`config.mk`:
```
export PLATFORM = sky130hd
export DESIGN_NAME = rollback_offset_smoother
export DESIGN_NICKNAME = d
export VERILOG_FILES = /design/src/rtl/rbos_pkg.sv /design/src/rtl/rbos_csr.sv /design/src/rtl/rbos_datapath.sv /design/src/rtl/rollback_offset_smoother.sv
export SDC_FILE = /design/constraint.sdc
export NUM_CORES = 2
export LEC_CHECK = 0
export ABC_AREA = 0
export BUFFER_PORTS_ARGS = -buffer_cell sky130_fd_sc_hd__buf_2
export CAP_MARGIN = 20
export CORE_MARGIN = 2
export CORE_UTILIZATION = 60
export DETAILED_ROUTE_END_ITERATION = 12
export HOLD_SLACK_MARGIN = 0.05
export PLACE_DENSITY = 0.76
export SYNTH_ARGS = -nofsm -noshare
export SYNTH_HDL_FRONTEND = slang
export SYNTH_SLANG_ARGS = --single-unit
```
`constraint.sdc`:
```
create_clock -name clock -period 30.3 [get_ports clock]
set_input_delay 3.03 -clock clock [delete_from_list [all_inputs] [get_ports clock]]
set_output_delay 3.03 -clock clock [all_outputs]
set_load 0.02 [all_outputs]
```
`src/rtl/rbos_pkg.sv`:
```
`timescale 1ns / 1ps
// ----------------------------------------------------------------------------
// rbos_pkg: shared types and constants for the rollback offset smoother
// Field widths, offset format, control register indexes and the structs
// passed between the control registers, the datapath and the top level.
// ----------------------------------------------------------------------------
package rbos_pkg;

   // Tracked objects and offset format
   localparam int NUM_OBJECTS = 2;
   localparam int FRAC_BITS   = 8;

   localparam int POS_W  = 16;
   localparam int OFF_W  = 18;
   localparam int KEEP_W = 16;
   localparam int SNAP_W = 15;
   localparam int ZERO_W = 16;

   // Derived datapath widths
   localparam int DIFF_W  = POS_W + 1;
   localparam int SQ_W    = 2 * POS_W;
   localparam int M2_W    = SQ_W + 1;
   localparam int SNSQ_W  = 2 * SNAP_W;
   localparam int SEED_W  = DIFF_W + FRAC_BITS;
   localparam int CMP_W   = ((POS_W + FRAC_BITS > OFF_W) ? POS_W + FRAC_BITS : OFF_W) + 1;

   // Control register port
   localparam int CSR_IDX_W  = 2;
   localparam int CSR_DATA_W = 16;

   localparam logic [KEEP_W-1:0] KEEP_RESET = KEEP_W'(39322);
   localparam logic [SNAP_W-1:0] SNAP_RESET = SNAP_W'(150);
   localparam logic [ZERO_W-1:0] ZERO_RESET = ZERO_W'(128);

   typedef enum logic [CSR_IDX_W-1:0] {
      CSR_KEEP_FACTOR    = 2'd0,
      CSR_SNAP_THRESHOLD = 2'd1,
      CSR_ZERO_THRESHOLD = 2'd2
   } csr_index_type;

   typedef struct packed {
      logic [KEEP_W-1:0] keep_factor;
      logic [SNSQ_W-1:0] snap_sq;
      logic [ZERO_W-1:0] zero_threshold;
   } csr_type;

   typedef struct packed {
      logic                    object_index;
      logic signed [POS_W-1:0] sim_x;
      logic signed [POS_W-1:0] sim_y;
      logic                    correction_done;
      logic                    active;
   } item_type;

   typedef struct packed {
      logic signed [OFF_W-1:0] offset_h;
      logic signed [OFF_W-1:0] offset_v;
      logic signed [POS_W-1:0] shown_x;
      logic signed [POS_W-1:0] shown_y;
      logic                    started;
   } obj_state_type;

   typedef struct packed {
      logic signed [POS_W-1:0] screen_x;
      logic signed [POS_W-1:0] screen_y;
      logic                    smoothing_on;
   } result_type;

endpackage

```
`src/rtl/rbos_csr.sv`:
```
`timescale 1ns / 1ps
// ----------------------------------------------------------------------------
// rbos_csr: control registers
// Holds keep factor, snap threshold and zero threshold, and provides the
// squared snap threshold for the correction compare.
// ----------------------------------------------------------------------------
module rbos_csr (
   input  logic                             clock,
   input  logic                             reset,
   input  logic                             csr_write_enable,
   input  logic [rbos_pkg::CSR_IDX_W-1:0]   csr_index,
   input  logic [rbos_pkg::CSR_DATA_W-1:0]  csr_write_data,
   output rbos_pkg::csr_type                csr
);
   import rbos_pkg::*;

   logic [KEEP_W-1:0] keep_ff;
   logic [SNAP_W-1:0] snap_ff;
   logic [ZERO_W-1:0] zero_ff;

   // Register writes, unknown indexes are dropped
   always_ff @(posedge clock) begin
      if (reset) begin
         keep_ff <= KEEP_RESET;
         snap_ff <= SNAP_RESET;
         zero_ff <= ZERO_RESET;
      end else if (csr_write_enable) begin
         case (csr_index_type'(csr_index))
            CSR_KEEP_FACTOR:    keep_ff <= csr_write_data[KEEP_W-1:0];
            CSR_SNAP_THRESHOLD: snap_ff <= csr_write_data[SNAP_W-1:0];
            CSR_ZERO_THRESHOLD: zero_ff <= csr_write_data[ZERO_W-1:0];
            default: ;
         endcase
      end
   end

   // Outputs, snap threshold squared alongside
   always_comb begin
      csr.keep_factor    = keep_ff;
      csr.snap_sq        = SNSQ_W'(snap_ff) * SNSQ_W'(snap_ff);
      csr.zero_threshold = zero_ff;
   end

endmodule

```
`src/rtl/rbos_datapath.sv`:
```
`timescale 1ns / 1ps
// ----------------------------------------------------------------------------
// rbos_datapath: per-request offset update
// For a started active object: seeds, snaps or decays its offset, zeroes
// small components and composes the shown position with clamping.
// ----------------------------------------------------------------------------
module rbos_datapath (
   input  rbos_pkg::item_type       item,
   input  rbos_pkg::obj_state_type  cur,
   input  rbos_pkg::csr_type        csr,
   output rbos_pkg::result_type     res,
   output rbos_pkg::obj_state_type  nxt,
   output logic                     write_en
);
   import rbos_pkg::*;

   localparam logic signed [SEED_W-1:0] SEED_MAX  = SEED_W'(2 ** (OFF_W - 1) - 1);
   localparam logic signed [SEED_W-1:0] SEED_MIN  = SEED_W'(-(2 ** (OFF_W - 1)));
   localparam logic signed [OFF_W-1:0]  OFF_MAX   = OFF_W'(2 ** (OFF_W - 1) - 1);
   localparam logic signed [OFF_W-1:0]  OFF_MIN   = OFF_W'(-(2 ** (OFF_W - 1)));
   localparam logic signed [CMP_W-1:0]  RND_BIAS  = CMP_W'(2 ** FRAC_BITS - 1);
   localparam logic signed [CMP_W-1:0]  RND_NONE  = CMP_W'(0);
   localparam logic signed [CMP_W-1:0]  POS_MAX_C = CMP_W'(2 ** (POS_W - 1) - 1);
   localparam logic signed [CMP_W-1:0]  POS_MIN_C = CMP_W'(-(2 ** (POS_W - 1)));

   // Magnitude of a position difference, always fits POS_W bits
   function automatic logic [POS_W-1:0] abs_diff(input logic signed [DIFF_W-1:0] d);
      logic [DIFF_W-1:0] m;
      m = d[DIFF_W-1] ? DIFF_W'(-d) : DIFF_W'(d);
      return m[POS_W-1:0];
   endfunction

   // Magnitude of an offset component
   function automatic logic [OFF_W-1:0] abs_off(input logic signed [OFF_W-1:0] o);
      return o[OFF_W-1] ? OFF_W'(-o) : OFF_W'(o);
   endfunction

   // Difference moved to fixed point, saturated to the offset range
   function automatic logic signed [OFF_W-1:0] seed_offset(
      input logic signed [DIFF_W-1:0] d);
      logic signed [SEED_W-1:0] s;
      s = signed'({d, FRAC_BITS'(0)});
      if (s > SEED_MAX)      return OFF_MAX;
      else if (s < SEED_MIN) return OFF_MIN;
      else                   return s[OFF_W-1:0];
   endfunction

   // Scale magnitude by keep factor, truncation toward zero
   function automatic logic signed [OFF_W-1:0] decay(
      input logic signed [OFF_W-1:0] o, input logic [KEEP_W-1:0] k);
      logic [OFF_W-1:0]        mag;
      logic [OFF_W+KEEP_W-1:0] prod;
      logic [OFF_W-1:0]        kept;
      mag  = abs_off(o);
      prod = (OFF_W + KEEP_W)'(mag) * (OFF_W + KEEP_W)'(k);
      kept = prod[OFF_W+KEEP_W-1:KEEP_W];
      return o[OFF_W-1] ? signed'(OFF_W'(-kept)) : signed'(kept);
   endfunction

   // Components below the zero threshold are dropped
   function automatic logic signed [OFF_W-1:0] zero_small(
      input logic signed [OFF_W-1:0] o, input logic [ZERO_W-1:0] z);
      return (abs_off(o) < OFF_W'(z)) ? OFF_W'(0) : o;
   endfunction

   // sim + offset, truncated toward zero, clamped to the position range
   function automatic logic signed [POS_W-1:0] compose(
      input logic signed [POS_W-1:0] sim, input logic signed [OFF_W-1:0] o);
      logic signed [CMP_W-1:0] v;
      logic signed [CMP_W-1:0] b;
      logic signed [CMP_W-1:0] w;
      v = (CMP_W'(sim) <<< FRAC_BITS) + CMP_W'(o);
      b = v[CMP_W-1] ? RND_BIAS : RND_NONE;
      w = (v + b) >>> FRAC_BITS;
      if (w > POS_MAX_C)      return POS_W'(POS_MAX_C);
      else if (w < POS_MIN_C) return POS_W'(POS_MIN_C);
      else                    return w[POS_W-1:0];
   endfunction

   logic                     in_range;
   logic signed [DIFF_W-1:0] dx, dy;
   logic [POS_W-1:0]         adx, ady;
   logic [SQ_W-1:0]          sqx, sqy;
   logic [M2_W-1:0]          m2;
   logic                     snap;
   logic signed [OFF_W-1:0]  ox_pre, oy_pre, ox, oy;
   logic signed [POS_W-1:0]  vx, vy;

   assign in_range = (int'(item.object_index) < NUM_OBJECTS);

   // Correction: distance between last shown and simulated position
   always_comb begin
      dx   = DIFF_W'(cur.shown_x) - DIFF_W'(item.sim_x);
      dy   = DIFF_W'(cur.shown_y) - DIFF_W'(item.sim_y);
      adx  = abs_diff(dx);
      ady  = abs_diff(dy);
      sqx  = SQ_W'(adx) * SQ_W'(adx);
      sqy  = SQ_W'(ady) * SQ_W'(ady);
      m2   = M2_W'(sqx) + M2_W'(sqy);
      snap = m2 > M2_W'(csr.snap_sq);
   end

   // New offset and composed position
   always_comb begin
      if (item.correction_done) begin
         ox_pre = snap ? OFF_W'(0) : seed_offset(dx);
         oy_pre = snap ? OFF_W'(0) : seed_offset(dy);
      end else begin
         ox_pre = decay(cur.offset_h, csr.keep_factor);
         oy_pre = decay(cur.offset_v, csr.keep_factor);
      end
      ox = zero_small(ox_pre, csr.zero_threshold);
      oy = zero_small(oy_pre, csr.zero_threshold);
      vx = compose(item.sim_x, ox);
      vy = compose(item.sim_y, oy);
   end

   // Re-anchor, first frame or smoothing update
   always_comb begin
      write_en         = in_range;
      nxt              = cur;
      res.screen_x     = item.sim_x;
      res.screen_y     = item.sim_y;
      res.smoothing_on = 1'b0;
      if (!item.active) begin
         nxt.offset_h = '0;
         nxt.offset_v = '0;
         nxt.shown_x  = item.sim_x;
         nxt.shown_y  = item.sim_y;
         nxt.started  = 1'b1;
      end else if (!cur.started) begin
         nxt.shown_x  = item.sim_x;
         nxt.shown_y  = item.sim_y;
         nxt.started  = 1'b1;
      end else begin
         nxt.offset_h     = ox;
         nxt.offset_v     = oy;
         nxt.shown_x      = vx;
         nxt.shown_y      = vy;
         res.screen_x     = vx;
         res.screen_y     = vy;
         res.smoothing_on = (ox != '0) || (oy != '0);
      end
   end

endmodule

```
`src/rtl/rollback_offset_smoother.sv`:
```
`timescale 1ns / 1ps
// A request passes the input register, then the result register. Throughput:
// one request per cycle while rsp_ready holds; the per-object state is written
// as the result is registered, so back-to-back requests for one object see it.
// Reset (synchronous) empties the pipeline, clears all per-object state and
// restores the control registers to their defaults.
// ----------------------------------------------------------------------------
// rollback_offset_smoother: display offset smoother after rollback
// Input register, combinational offset update against per-object state,
// result register with valid/ready on both sides.
// ----------------------------------------------------------------------------
module rollback_offset_smoother (
   input  logic                             clock,
   input  logic                             reset,
   input  logic                             csr_write_enable,
   input  logic [rbos_pkg::CSR_IDX_W-1:0]   csr_index,
   input  logic [rbos_pkg::CSR_DATA_W-1:0]  csr_write_data,
   input  logic                             req_valid,
   output logic                             req_ready,
   input  logic                             req_object_index,
   input  logic signed [rbos_pkg::POS_W-1:0] req_sim_x,
   input  logic signed [rbos_pkg::POS_W-1:0] req_sim_y,
   input  logic                             req_correction_done,
   input  logic                             req_active,
   output logic                             rsp_valid,
   input  logic                             rsp_ready,
   output logic signed [rbos_pkg::POS_W-1:0] rsp_screen_x,
   output logic signed [rbos_pkg::POS_W-1:0] rsp_screen_y,
   output logic                             rsp_smoothing_on
);
   import rbos_pkg::*;

   csr_type       csr;
   item_type      req_item;
   item_type      s1_item_ff;
   logic          s1_valid_ff;
   logic          out_valid_ff;
   result_type    out_res_ff;
   obj_state_type state_ff [NUM_OBJECTS];
   obj_state_type cur_state;
   obj_state_type nxt_state;
   result_type    dp_res;
   logic          dp_write_en;
   logic          advance;

   rbos_csr u_csr (
      .clock            (clock),
      .reset            (reset),
      .csr_write_enable (csr_write_enable),
      .csr_index        (csr_index),
      .csr_write_data   (csr_write_data),
      .csr              (csr)
   );

   // Handshake: result register drains, input register refills behind it
   assign advance   = !out_valid_ff || rsp_ready;
   assign req_ready = !s1_valid_ff || advance;

   always_comb begin
      req_item.object_index    = req_object_index;
      req_item.sim_x           = req_sim_x;
      req_item.sim_y           = req_sim_y;
      req_item.correction_done = req_correction_done;
      req_item.active          = req_active;
   end

   // Input register
   always_ff @(posedge clock) begin
      if (reset) begin
         s1_valid_ff <= 1'b0;
      end else if (req_ready) begin
         s1_valid_ff <= req_valid;
      end
   end

   always_ff @(posedge clock) begin
      if (req_valid && req_ready) begin
         s1_item_ff <= req_item;
      end
   end

   assign cur_state = state_ff[s1_item_ff.object_index];

   rbos_datapath u_datapath (
      .item     (s1_item_ff),
      .cur      (cur_state),
      .csr      (csr),
      .res      (dp_res),
      .nxt      (nxt_state),
      .write_en (dp_write_en)
   );

   // Per-object state, updated as the result is registered
   always_ff @(posedge clock) begin
      if (reset) begin
         for (int i = 0; i < NUM_OBJECTS; i++) begin
            state_ff[i] <= '0;
         end
      end else if (s1_valid_ff && advance && dp_write_en) begin
         state_ff[s1_item_ff.object_index] <= nxt_state;
      end
   end

   // Result register
   always_ff @(posedge clock) begin
      if (reset) begin
         out_valid_ff <= 1'b0;
      end else if (advance) begin
         out_valid_ff <= s1_valid_ff;
      end
   end

   always_ff @(posedge clock) begin
      if (s1_valid_ff && advance) begin
         out_res_ff <= dp_res;
      end
   end

   assign rsp_valid        = out_valid_ff;
   assign rsp_screen_x     = out_res_ff.screen_x;
   assign rsp_screen_y     = out_res_ff.screen_y;
   assign rsp_smoothing_on = out_res_ff.smoothing_on;

   // Checks
   a_reset_empties: assert property (@(posedge clock)
      reset |=> (!rsp_valid && !s1_valid_ff))
      else $error("pipeline not empty after reset");

   a_ready_when_empty: assert property (@(posedge clock) disable iff (reset)
      !out_valid_ff |-> req_ready)
      else $error("request stalled with empty result register");

   a_inactive_no_smoothing: assert property (@(posedge clock) disable iff (reset)
      (s1_valid_ff && advance && !s1_item_ff.active) |=> !rsp_smoothing_on)
      else $error("smoothing reported on a re-anchor request");

   a_started_after_update: assert property (@(posedge clock) disable iff (reset)
      (s1_valid_ff && advance && dp_write_en)
         |=> state_ff[$past(s1_item_ff.object_index)].started)
      else $error("object not marked started after update");

endmodule

```
==> results.md <==
- Least-Margin Pin Slew: 1.205 ns
- Initial antenna violation count: 0
- Critical path's top delay family: compound AO/OA/AOI/OAI gates
- Top FF cell, synth: edfxtp_1
- Cts hold-fix bufs: 0
- Netlist cell types: 126
- Final net count: approximately 8,700
- CTS sink cnt: 256
- WL met2: 80,550 µm
- Met1 WL: 71,950 µm
- Synth async-reset ratio: 0
- Reg clk slew, reported paths: 0.07 ns
- End of the critical path: state_ff[1][21]
- Crit. path cell count: around 90
- Reg2reg path depth: 91
- Total CTS buffers: 31
- Antenna-violating nets left: 0
- Gpl congestion: 0.9838
- Mux cell area share after synthesis: 0.01896
- I/O Pins: 93
- Syn Area/Cell: 8.679 µm²
- Chip Height: 324.0 µm
- Setup_tns: 0 ns
- Final setup violation count: 0
- Number of flops mapped to enable cells by yosys: 204
- Required @ worst endpoint: ~31 ns
- Crit-path slowest cell: xnor2_1
- Area Growth Syn to Fin: 5.159%
- Initial Util: 0.6047
- Commonest non-fill, non-tap cell in the layout: inv_1
- Seq/Total Area, Yosys: 0.1167
- Top Metal Used: met4
- Post-synthesis register bit count: 256
- Crit path buffers/inverters: 12
- Largest stage delay, worst path: 0.87 ns
- First-pass GRT wire length: 276,500 µm
- Status: complete, no violations
- R2r setup slk: 3.80 ns
- WL final: 175,300 µm
- Die width: 324.0 µm
- First-pass detailed-route iteration total: 5
- Vias after detailed routing: about 50,000
- RR Endpoint: state_ff[1][21]
- H-Tree Depth: 1
- Final min period: ~26 ns
- Setup Skew: 0.02763 ns
- Die area: 105,000 µm²
- Max-slew headroom: 0.1958
- CP endpoint kind: flop
- GRT Total Usage: 0.3388
- Post-route DRC: 0
- Netlist Area Pre-Place: 61,440 µm²
- TritonCTS clock tree: built
- CTS max path bufs: 3
- Main combinational cell family by area after synthesis: adder cells
- Complex-gate fraction of the synthesized area: 0.1128
- Max Fclk: between 30 and 40 MHz
- CTS resizes: 0
- Synth Area in Adders: 0.4455
- Clk root buf: clkbuf_16
- Clock Latency Late Sink: 0.62 ns
- Row cnt: 117
- PortBufs: 92
- Post-synthesis simple-gate area fraction: 0.1700
- Crit Path Class: reg2reg
- RSZ-0062 raised after global routing: false
- Routed length per instance: 20.77 µm
- Largest net degree at the start of global routing: 69
- Crit Path Max Fanout: between 50 and 60
- Placeable Area: between 100,000 and 150,000 µm²
- Max-Cap Viols: 0
- Fin crit share: 0.8745
- Met3 wire length: 14,960 µm
- Most frequent cells in the layout: inv_1 (1,319), fa_1 (971), nand2_1 (853)
- Layout cells sized above 1: 0.05926
- Post-Synthesis Cells: about 7,000
- Yosys warns: 0
- Worst EP arrival: roughly 27 ns
- Syn nets: 8,738
- Critical Path Start Type: flop
- Post-Synth XOR/XNOR Area: 0.03782
- Max Slew Vio Count: 0
- Type of the worst min-delay path: reg2reg
- Congestion Overflow GR: 0
- Final HPWL from detailed placement: 141,100 µm
- Initial DRC count: 4,575
- Number of vias per cell: 5.962
- Vias in the first global route: around 50,000
- Hold Violations, Final: 0
- Postcts setup bufs: 0
## how the worst min path moves through the flow
| stage | start | to | slack (ns) | depth (start not counted) |
|---|---|---|---|---|
| 6_report | u_csr.zero_ff[4] | u_csr.zero_ff[4] | 0.46 | 2 |
| 5_1_grt | state_ff[1][0] | state_ff[1][0] | 0.48 | 2 |
| 4_1_cts | state_ff[1][0] | state_ff[1][0] | 0.46 | 2 |
| 3_5_place_dp | state_ff[1][0] | state_ff[1][0] | 0.45 | 2 |
| 3_3_place_gp | u_csr.keep_ff[9] | u_csr.keep_ff[9] | 0.44 | 2 |
| 2_1_floorplan | state_ff[1][0] | state_ff[1][0] | 0.43 | 2 |
## area by class of cell
type                    count  area, µm²
multi-input cells        5225      48340
fillers                  8677      36990
flip-flops and latches    256       7178
inverters                1334       5007
well taps                1368       1712
repair buffers            198       1272
clock buffers              37      819.5
clock inverters            21      272.8
diodes                      1      2.502
## worst reg2reg max path: cells and delay by family, from the launching register on
kind                     cells  cell delay [ns]
adder cells (fa/ha/maj)     14             5.94
XOR/XNOR                     3             1.11
AO/OA/AOI/OAI               37            10.16
buffers and inverters       12             2.80
AND/OR/NAND/NOR             24             5.02
multiplexers                 1             0.42
flip-flops                   1             0.76
## metrics by stage
step / utilization / instances / hold slack (ns) / area (µm²) / worst slack [ns]
floorplan: - / 7079 / 0.4304 / 61440 / 6.877
global placement: 0.6244 / 8373 / 0.4422 / 63430 / 4.804
detailed placement: 0.6246 / 8376 / 0.4499 / 63450 / 4.019
finish: 0.6359 / 8440 / 0.4586 / 64610 / 3.803
CTS: 0.6353 / 8434 / 0.4601 / 64550 / 3.824
global route: 0.6359 / 8439 / 0.4773 / 64600 / 2.010
## synth_stat cells, drive strengths merged (10+ instances only)
cell type,instances,area share
clkbuf,228,0.014
nor2b,59,0.0060
buf,36,0.0028
a31o,14,0.0020
a31oi,47,0.0054
ha,630,0.13
a211o,21,0.0030
o21bai,40,0.0049
o211ai,34,0.0046
a21o,94,0.012
and3,31,0.0032
nand3b,24,0.0029
and4,11,0.0016
or3,23,0.0024
fa,971,0.32
a21oi,286,0.023
xor2,86,0.012
and2,265,0.027
nor2,565,0.035
a211oi,35,0.0047
o21a,40,0.0049
or2,23,0.0023
o21ai,191,0.016
inv,1320,0.081
mux2i,70,0.012
dfxtp,52,0.017
xnor2,175,0.025
nor3,96,0.0079
nor4b,11,0.0019
a311oi,16,0.0024
nand2,855,0.052
edfxtp,204,0.10
a21boi,14,0.0018
clkinv,14,0.00086
or4,10,0.0012
nand3,90,0.0074
nand4,43,0.0044
o31ai,25,0.0034
nor3b,16,0.0020
o41ai,16,0.0027
nand2b,70,0.0071
mux2,39,0.0071
o22ai,20,0.0020
nor4,22,0.0029
## metal layers
| layer | vias to the layer above | GRT usage |
|---|---|---|
| li1 | 22700 | - |
| met1 | 24910 | 0.4691 |
| met2 | 2290 | 0.5409 |
| met3 | 424 | 0.04889 |
| met4 | 0 | 0.1289 |
| met5 | - | 0 |
## sequential cells by signal, indices dropped and copies added, names as in the netlist, 15 cells and up, named ones only
| signal | cells |
|---|---|
| rsp_screen_x | 16 |
| rsp_screen_y | 16 |
| s1_item_ff | 35 |
| state_ff | 138 |
| u_csr.keep_ff | 16 |
| u_csr.snap_ff | 15 |
| u_csr.zero_ff | 16 |
## kinds of logic (layout without fill, tap and decap cells)
kind of cell,count (synthesis),after routing
simple gates,2231,2231
flops,256,256
mux,109,109
buf+inv,1598,1590
other cells,0,1
compound gates,1017,1017
xor+xnor,262,262
fa+ha+maj,1606,1606
Power is left out: the tool's default activity adds up to more than one toggle a clock period on the data nets, which glitch-free logic cannot reach.
